## src/bgc_pkg.sv

```systemverilog
// ----------------------------------------------------------------------------
// bgc_pkg
// Types, constants and the gesture code table shared by the button gesture
// classifier modules.
// ----------------------------------------------------------------------------
`default_nettype none

package bgc_pkg;

  localparam int unsigned NUM_BUTTONS = 9;
  localparam int unsigned BTN_W       = 4;
  localparam int unsigned KIND_W      = 3;
  localparam int unsigned CODE_W      = 6;
  localparam int unsigned CNT_W       = 3;
  localparam int unsigned CFG_W       = 16;
  localparam int unsigned CFG_IDX_W   = 2;
  localparam int unsigned NUM_MULTI   = 4;
  localparam int unsigned MULTI_W     = 2;

  localparam logic [BTN_W-1:0] FIRST_MULTI = 4'd2;
  localparam logic [BTN_W-1:0] LAST_MULTI  = 4'd5;
  localparam logic [BTN_W-1:0] LAST_BUTTON = 4'd8;
  localparam logic [BTN_W-1:0] NO_BUTTON   = 4'd15;

  localparam logic [KIND_W-1:0] KIND_SINGLE = 3'd0;
  localparam logic [KIND_W-1:0] KIND_SEXT   = 3'd5;
  localparam logic [KIND_W-1:0] KIND_LONG   = 3'd6;

  localparam logic [CNT_W-1:0] CNT_ONE = 3'd1;
  localparam logic [CNT_W-1:0] CNT_MAX = 3'd7;
  localparam logic [CNT_W-1:0] CNT_SAT = 3'd6;

  localparam logic [CFG_IDX_W-1:0] REG_SINGLE_WAIT = 2'd0;
  localparam logic [CFG_IDX_W-1:0] REG_MULTI_WAIT  = 2'd1;
  localparam logic [CFG_IDX_W-1:0] REG_LONG_HOLD   = 2'd2;
  localparam logic [CFG_IDX_W-1:0] REG_DEBOUNCE    = 2'd3;

  localparam logic [CFG_W-1:0] SINGLE_WAIT_RST = 16'd600;
  localparam logic [CFG_W-1:0] MULTI_WAIT_RST  = 16'd600;
  localparam logic [CFG_W-1:0] LONG_HOLD_RST   = 16'd1000;
  localparam logic [CFG_W-1:0] DEBOUNCE_RST    = 16'd50;

  typedef enum logic {
    ST_IDLE,
    ST_SCAN
  } state_t;

  typedef struct packed {
    logic             load;
    logic             scan;
    logic [BTN_W-1:0] idx;
  } ctrl_cmd_t;

  typedef struct packed {
    logic hit;
    logic out_busy;
  } dp_status_t;

  function automatic logic [CODE_W-1:0] code_lookup(input logic [BTN_W-1:0] btn,
                                                    input logic [KIND_W-1:0] kind);
    logic [CODE_W-1:0] code;
    logic              single;
    logic              lng;
    begin
      single = (kind == KIND_SINGLE);
      lng    = (kind == KIND_LONG);
      case (btn)
        4'd0:    code = single ? 6'd1  : (lng ? 6'd2  : 6'd0);
        4'd1:    code = single ? 6'd3  : (lng ? 6'd4  : 6'd0);
        4'd2:    code = 6'd5  + {3'b000, kind};
        4'd3:    code = 6'd12 + {3'b000, kind};
        4'd4:    code = 6'd19 + {3'b000, kind};
        4'd5:    code = 6'd26 + {3'b000, kind};
        4'd6:    code = single ? 6'd33 : (lng ? 6'd34 : 6'd0);
        4'd7:    code = single ? 6'd35 : (lng ? 6'd36 : 6'd0);
        4'd8:    code = single ? 6'd37 : (lng ? 6'd38 : 6'd0);
        default: code = 6'd0;
      endcase
      return code;
    end
  endfunction

endpackage

`default_nettype wire

```

## src/button_gesture_classifier.sv

```systemverilog
// ----------------------------------------------------------------------------
// button_gesture_classifier
// Classifies single, multi and long presses of nine buttons from scans.
// Buttons are walked one per cycle, and a result is registered for the first
// button that shows a gesture; a result held by out_stall also holds the walk.
// A new scan is taken only once the walk of the last one has ended, at a
// gesture or the last button, as all buttons share the classify datapath.
// Reset (rst, synchronous): clears button state, restores register defaults.
// ----------------------------------------------------------------------------
`default_nettype none

module button_gesture_classifier
  import bgc_pkg::*;
#(
  parameter int unsigned TIME_BITS = 32
) (
  input  wire logic                   clk,
  input  wire logic                   rst,
  input  wire logic                   cfg_we,
  input  wire logic [CFG_IDX_W-1:0]   cfg_index,
  input  wire logic [CFG_W-1:0]       cfg_data,
  input  wire logic                   in_valid,
  output logic                        in_stall,
  input  wire logic [NUM_BUTTONS-1:0] pressed_mask,
  input  wire logic [31:0]            time_ms,
  output logic                        out_valid,
  input  wire logic                   out_stall,
  output logic [CODE_W-1:0]           press_code,
  output logic [BTN_W-1:0]            button,
  output logic [KIND_W-1:0]           press_kind
);

  ctrl_cmd_t  cmd;
  dp_status_t status;

  bgc_ctrl u_ctrl (
    .clk      (clk),
    .rst      (rst),
    .in_valid (in_valid),
    .in_stall (in_stall),
    .cmd      (cmd),
    .status   (status)
  );

  bgc_datapath #(
    .TIME_BITS (TIME_BITS)
  ) u_datapath (
    .clk          (clk),
    .rst          (rst),
    .cfg_we       (cfg_we),
    .cfg_index    (cfg_index),
    .cfg_data     (cfg_data),
    .pressed_mask (pressed_mask),
    .time_ms      (time_ms),
    .cmd          (cmd),
    .status       (status),
    .out_valid    (out_valid),
    .out_stall    (out_stall),
    .press_code   (press_code),
    .button       (button),
    .press_kind   (press_kind)
  );

endmodule

`default_nettype wire

```

## src/bgc_ctrl.sv

```systemverilog
// ----------------------------------------------------------------------------
// bgc_ctrl
// Scan controller: accepts a scan, then walks the buttons one per cycle, held
// by a stalled output, until a gesture is reported or the last button is done.
// ----------------------------------------------------------------------------
`default_nettype none

module bgc_ctrl
  import bgc_pkg::*;
(
  input  wire logic       clk,
  input  wire logic       rst,
  input  wire logic       in_valid,
  output logic            in_stall,
  output ctrl_cmd_t       cmd,
  input  wire dp_status_t status
);

  state_t           state;
  state_t           state_next;
  logic [BTN_W-1:0] idx;
  logic [BTN_W-1:0] idx_next;

  always_ff @(posedge clk) begin
    if (rst) begin
      state <= ST_IDLE;
      idx   <= '0;
    end else begin
      state <= state_next;
      idx   <= idx_next;
    end
  end

  always_comb begin
    state_next = state;
    idx_next   = idx;
    case (state)
      ST_IDLE: begin
        if (in_valid) begin
          state_next = ST_SCAN;
          idx_next   = '0;
        end
      end
      ST_SCAN: begin
        if (status.hit) begin
          if (!status.out_busy) begin
            state_next = ST_IDLE;
          end
        end else if (idx == LAST_BUTTON) begin
          state_next = ST_IDLE;
        end else begin
          idx_next = idx + 4'd1;
        end
      end
      default: begin
        state_next = ST_IDLE;
      end
    endcase
  end

  always_comb begin
    in_stall = 1'b1;
    cmd.load = 1'b0;
    cmd.scan = 1'b0;
    cmd.idx  = idx;
    case (state)
      ST_IDLE: begin
        in_stall = 1'b0;
        cmd.load = in_valid;
      end
      ST_SCAN: begin
        cmd.scan = 1'b1;
      end
      default: begin
        in_stall = 1'b1;
      end
    endcase
  end

endmodule

`default_nettype wire

```

## src/bgc_datapath.sv

```systemverilog
// ----------------------------------------------------------------------------
// bgc_datapath
// Per-button state, configuration registers, the classify step for the
// button selected by the controller, and the result register.
// ----------------------------------------------------------------------------
`default_nettype none

module bgc_datapath
  import bgc_pkg::*;
#(
  parameter int unsigned TIME_BITS = 32
) (
  input  wire logic                   clk,
  input  wire logic                   rst,
  input  wire logic                   cfg_we,
  input  wire logic [CFG_IDX_W-1:0]   cfg_index,
  input  wire logic [CFG_W-1:0]       cfg_data,
  input  wire logic [NUM_BUTTONS-1:0] pressed_mask,
  input  wire logic [31:0]            time_ms,
  input  wire ctrl_cmd_t              cmd,
  output dp_status_t                  status,
  output logic                        out_valid,
  input  wire logic                   out_stall,
  output logic [CODE_W-1:0]           press_code,
  output logic [BTN_W-1:0]            button,
  output logic [KIND_W-1:0]           press_kind
);

  logic [CFG_W-1:0] single_wait;
  logic [CFG_W-1:0] multi_wait;
  logic [CFG_W-1:0] long_hold;
  logic [CFG_W-1:0] debounce;

  logic [NUM_BUTTONS-1:0] mask_q;
  logic [TIME_BITS-1:0]   now_q;

  logic [NUM_BUTTONS-1:0] held;
  logic [CNT_W-1:0]       taps       [NUM_MULTI];
  logic [TIME_BITS-1:0]   hold_start [NUM_MULTI];
  logic [TIME_BITS-1:0]   last_evt   [NUM_MULTI];
  logic [BTN_W-1:0]       last_btn;

  logic [3:0]           bidx;
  logic [MULTI_W-1:0]   m;
  logic [MULTI_W-1:0]   lm;
  logic                 multi;
  logic                 last_multi;
  logic                 down;
  logic                 held_i;
  logic                 press;
  logic                 release_ev;
  logic [CNT_W-1:0]     cnt;
  logic [TIME_BITS-1:0] dur;
  logic [TIME_BITS-1:0] idle;
  logic [TIME_BITS-1:0] wait_t;
  logic                 long_hit;
  logic                 idle_hit;
  logic                 hit;
  logic [KIND_W-1:0]    kind;
  logic [CNT_W-1:0]     sat_cnt;
  logic                 out_busy;
  logic                 commit;

  assign bidx       = cmd.idx;
  assign multi      = bidx inside {[FIRST_MULTI:LAST_MULTI]};
  assign m          = MULTI_W'(bidx - FIRST_MULTI);
  assign last_multi = last_btn inside {[FIRST_MULTI:LAST_MULTI]};
  assign lm         = MULTI_W'(last_btn - FIRST_MULTI);

  always_comb begin
    down       = mask_q[bidx];
    held_i     = held[bidx];
    press      = down && !held_i;
    release_ev = !down && held_i;
    cnt        = taps[m];
    dur        = now_q - hold_start[m];
    idle       = now_q - last_evt[m];
    wait_t     = (cnt == CNT_ONE) ? TIME_BITS'(single_wait) : TIME_BITS'(multi_wait);
    long_hit   = release_ev && multi && (dur >= TIME_BITS'(long_hold));
    idle_hit   = multi && !down && !held_i && (cnt != '0) && (idle > wait_t);
    hit        = (press && !multi) || long_hit || idle_hit;
    sat_cnt    = (cnt >= CNT_SAT) ? CNT_SAT : cnt;
    if (long_hit) begin
      kind = KIND_LONG;
    end else if (idle_hit) begin
      kind = KIND_W'(sat_cnt - CNT_ONE);
    end else begin
      kind = KIND_SINGLE;
    end
  end

  assign out_busy        = out_valid && out_stall;
  assign commit          = cmd.scan && !(hit && out_busy);
  assign status.hit      = cmd.scan && hit;
  assign status.out_busy = out_busy;

  always_ff @(posedge clk) begin
    if (rst) begin
      single_wait <= SINGLE_WAIT_RST;
      multi_wait  <= MULTI_WAIT_RST;
      long_hold   <= LONG_HOLD_RST;
      debounce    <= DEBOUNCE_RST;
    end else if (cfg_we) begin
      case (cfg_index)
        REG_SINGLE_WAIT: single_wait <= cfg_data;
        REG_MULTI_WAIT:  multi_wait  <= cfg_data;
        REG_LONG_HOLD:   long_hold   <= cfg_data;
        REG_DEBOUNCE:    debounce    <= cfg_data;
        default:         single_wait <= single_wait;
      endcase
    end
  end

  always_ff @(posedge clk) begin
    if (cmd.load) begin
      mask_q <= pressed_mask;
      now_q  <= TIME_BITS'(time_ms);
    end
  end

  always_ff @(posedge clk) begin
    if (rst) begin
      held     <= '0;
      last_btn <= NO_BUTTON;
      for (int i = 0; i < NUM_MULTI; i++) begin
        taps[i]       <= '0;
        hold_start[i] <= '0;
        last_evt[i]   <= '0;
      end
    end else if (commit) begin
      if (press) begin
        if ((last_btn != bidx) && last_multi) begin
          taps[lm] <= '0;
        end
        held[bidx] <= 1'b1;
        last_btn   <= bidx;
        if (multi) begin
          hold_start[m] <= now_q;
          last_evt[m]   <= now_q;
        end
      end else if (release_ev) begin
        held[bidx] <= 1'b0;
        if (multi && !long_hit) begin
          if ((dur > TIME_BITS'(debounce)) && (cnt < CNT_MAX)) begin
            taps[m] <= cnt + CNT_ONE;
          end
          last_evt[m] <= now_q;
        end
      end else if (idle_hit) begin
        taps[m] <= '0;
      end
    end
  end

  always_ff @(posedge clk) begin
    if (rst) begin
      out_valid <= 1'b0;
    end else if (commit && hit) begin
      out_valid <= 1'b1;
    end else if (!out_stall) begin
      out_valid <= 1'b0;
    end
  end

  always_ff @(posedge clk) begin
    if (commit && hit) begin
      press_code <= code_lookup(bidx, kind);
      button     <= bidx;
      press_kind <= kind;
    end
  end

endmodule

`default_nettype wire

```

## config.mk

```make
export PLATFORM = sky130hd
export DESIGN_NAME = button_gesture_classifier
export DESIGN_NICKNAME = d
export VERILOG_FILES = /design/src/bgc_pkg.sv /design/src/button_gesture_classifier.sv /design/src/bgc_ctrl.sv /design/src/bgc_datapath.sv
export SDC_FILE = /design/constraint.sdc
export NUM_CORES = 1
export LEC_CHECK = 0
export BUFFER_PORTS_ARGS = -buffer_cell sky130_fd_sc_hd__buf_2
export CORE_MARGIN = 2
export CORE_UTILIZATION = 53
export DETAILED_ROUTE_END_ITERATION = 6
export GPL_ROUTABILITY_DRIVEN = 1
export GPL_TIMING_DRIVEN = 0
export PLACE_DENSITY = 0.81
export SETUP_SLACK_MARGIN = 0.5
export SLEW_MARGIN = 15
export SYNTH_ARGS = -nofsm -noshare
export SYNTH_HDL_FRONTEND = slang
export SYNTH_SLANG_ARGS = --single-unit
```

## constraint.sdc

```tcl
create_clock -name clk -period 10.9 [get_ports clk]
set_clock_uncertainty 0.15 [all_clocks]
set_input_delay 1.09 -clock clk [delete_from_list [all_inputs] [get_ports clk]]
set_output_delay 1.09 -clock clk [all_outputs]
set_load 0.01 [all_outputs]
```

==> impl_metrics.ini <==
[place]
place.gp.congestion = 0.9726
dp_hpwl_mm = 46.79
io_buffers = 76
post-place-ws_ps = 116.1
post-place-cells = 2786
place_area_um2 = 24420

[critical_path]
setup.worst_path.start_class = flip-flop
critPathArrivalTime_ps = 10060
path_common_cell = buf_2
critPathKind = flip-flop to flip-flop
crit_fanout = 10
endpoint_kind = flip-flop
required_ps = 11030
max_stage_delay_ps = 640
slowest_stage = clkdlybuf4s15_2

[pwr]
p_seq_share_pct = 43.6
p_sw_share_pct = 29.16
p_clk_share_pct = 36.5
p_per_area_nw_per_um2 = 157.8
ir_drop_v = 0.0001099
combPwrFrac_pct = 20.0
p_int_w = 0.002892
p_leak_nw = 10.59
p_sw_w = 0.001190

[final_layout]
nFillCells = 3474
stdcell_area_um2 = 25860
area_growth_pct = 12.25
nNetsFinal = 2448
drive_gt1_share_pct = 13.06
num_antenna_cells = 0
fin_cells = 2867
multi_input_area_um2 = 10690
ff_latch_area_um2 = 11330

[synth]
ys_types = 84
synthCells = 2109
avgSynthCellArea_um2 = 10.92
async_reset_ff_share_pct = 0
synth.cell_area_um2 = 23040
yosys.area.top_type = edfxtp_1
synthTopCellsByArea = edfxtp_1 42%, ha_1 7.2%, dfxtp_1 7.2%
ys_seq_area_share_pct = 49.18
yosys_warnings = 0
netlist.area_leader.share_pct = 41.97
ys_seq_elements = 405
synthFlopType = edfxtp_1
syn_nets = 2308
synth_edf_count = 322

[floorplan]
pin_count = 79
die_w_um = 212.5
die_area_um2 = 45150
rows = 76
core_um2 = 42980
die_height_um = 212.5
initial_utilization_pct = 53.60

[clocking]
cts_buffer_depth = 3
cts.sinks = 405
cts_tree = yes
clk_latency_ps = 580
cts_made_buffers = 44
cts_max_level = 2
cts_root_buffer = clkbuf_16
cts.clk_slew.worst_paths_ps = 60
hold_buffers = 0

[min_path]
holdCritPathClass = flip-flop to flip-flop

[route]
routedWlPerCell_um = 22.78
num_vias = 18010
viasPerCell = 6.283
drt_iter0_markers = 1945
routed_wl_mm = 65.31
drc_errors = 0
drtAntennaViolNets = 0
dr.pass1.iters = 5

[sta]
timing.fmax_mhz = 100.7
drv_slew = 0
finalSetupViolCount = 0
hold_violations = 0
rsz0062_at_grt = no
hold_slack_ps = 293.0
worstMarginPinSlew_ps = 1015
tns_ps = 0
postLayoutSetupSlackWorst_ps = 968.9
finalCriticalPeriod_ps = 9931
fin_crit_sh_pct = 91.11
relSlewSlack_pct = 32.08

[global_routing]
grt_pass1_vias = 17670
grt_overflow_total = 0
grtUsageTotal_pct = 29.35
grt_max_degree = 32
antenna_found_initial = 0
grt_pass1_wl_mm = 101.0

[flow_run]
maxCapViolations = 0

[run_status]
status = finished clean
-- metal layers --
| metal | routed length, um | GRT usage, % | vias up | share of wire, % |
|---|---|---|---|---|
| li1 | - | - | 8124 | - |
| met1 | 25960 | 39.36 | 8742 | 40 |
| met2 | 30690 | 47.45 | 983 | 47 |
| met3 | 5886 | 5.022 | 163 | 9.0 |
| met4 | 2773 | 12.13 | 0 | 4.2 |
| met5 | 0 | 0 | - | 0 |
-- area by class of cell --
type / count / share of cell area [%]
timing repair buffer: 94 / 2.385
sequential: 405 / 43.81
clock inverter: 26 / 0.9434
inverter: 125 / 1.814
multi-input combinational: 1451 / 41.34
tap: 585 / 2.830
buffer: 128 / 2.361
clock buffer: 53 / 4.509
-- worst max-delay path: cells and delay by family (launching register included) --
family          cells  cell delay [ps]
buf+inv            11             3670
fa+ha+maj           2              430
compound gates      7             1760
simple gates       10             2190
xor+xnor            1              330
mux                 1              600
flops               1              430
-- metrics by stage --
step           util, %  power (W)
4_1_cts          60.12   0.004074
6_report         60.17   0.004082
5_1_grt          60.17   0.004238
3_5_place_dp     56.82   0.002598
2_1_floorplan        -   0.002346
3_3_place_gp     56.19   0.002565
-- power groups by stage --
stage	clock, W	combinational [W]	sequential [W]
2_1_floorplan	0	0.000559	0.00179
3_3_place_gp	0	0.000755	0.00181
3_5_place_dp	0	0.000789	0.00181
4_1_cts	0.00150	0.000797	0.00178
5_1_grt	0.00156	0.000894	0.00178
6_report	0.00149	0.000815	0.00178
-- cells by family (layout without fill, tap and decap cells) --
family,after synthesis,in the layout,share of synthesized area (%)
AO/OA/AOI/OAI,389,389,10.96
XOR/XNOR,45,45,1.711
adder cells (fa/ha/maj),135,135,7.397
buffers and inverters,253,426,4.633
flip-flops,405,405,49.18
multiplexers,112,112,8.646
AND/OR/NAND/NOR,770,770,17.47
-- flip-flops by register name, indices dropped and copies added, names as in the netlist, named ones only --
register                flops
u_ctrl.idx                  4
u_ctrl.state                1
u_datapath.button           4
u_datapath.debounce        16
u_datapath.hold_start     128
u_datapath.last_btn         4
u_datapath.last_evt       128
u_datapath.long_hold       16
u_datapath.mask_q           9
u_datapath.multi_wait      16
u_datapath.now_q           32
u_datapath.out_valid        1
u_datapath.press_code       6
u_datapath.press_kind       3
u_datapath.single_wait     16
u_datapath.taps            12
-- cells in the mapped netlist, drive strengths merged (4+ instances only) --
cell type,count
a2111oi,6
a211o,4
a211oi,12
a21boi,7
a21o,18
a21oi,154
a31o,4
a31oi,8
a41o,4
and2,75
and3,207
and4,5
buf,40
clkbuf,88
dfxtp,83
edfxtp,322
ha,133
inv,123
mux2,6
mux2i,37
mux4,69
nand2,229
nand2b,11
nand3,42
nand4,34
nor2,82
nor2b,13
nor3,32
nor4,6
o2111ai,5
o211a,4
o211ai,29
o21a,22
o21ai,52
o21bai,4
o221ai,4
o22ai,8
o2bb2ai,4
o31ai,6
or2,6
or3,11
xnor2,25
xor2,20
-- worst paths after layout --
check	slack (ps)	endpoint	cells after the start	start
setup reg to reg	970	u_datapath.last_evt[3][15]	32	u_ctrl.idx[0]
setup / recovery	970	u_datapath.last_evt[3][15]	32	u_ctrl.idx[0]
hold reg to reg	290	u_datapath.button[3]	0	u_ctrl.idx[3]
hold / removal	290	u_datapath.button[3]	0	u_ctrl.idx[3]
-- repair_timing --
action,4_1_cts,5_1_grt
endpoints found under the setup margin,142,140
resized for setup,3,4
pin swaps,0,1
buffers inserted,0,2
-- layout by cell type (no fill, tap or decap), drive strengths merged, types with 75 or more instances in the layout --
cell / Yosys / layout
inv: 123 / 124
clkbuf: 88 / 143
buf: 40 / 131
dfxtp: 83 / 83
a21oi: 154 / 154
and3: 207 / 207
nor2: 82 / 82
edfxtp: 322 / 322
ha: 133 / 133
nand2: 229 / 229
and2: 75 / 75
Power figures use the tool's default switching activity.
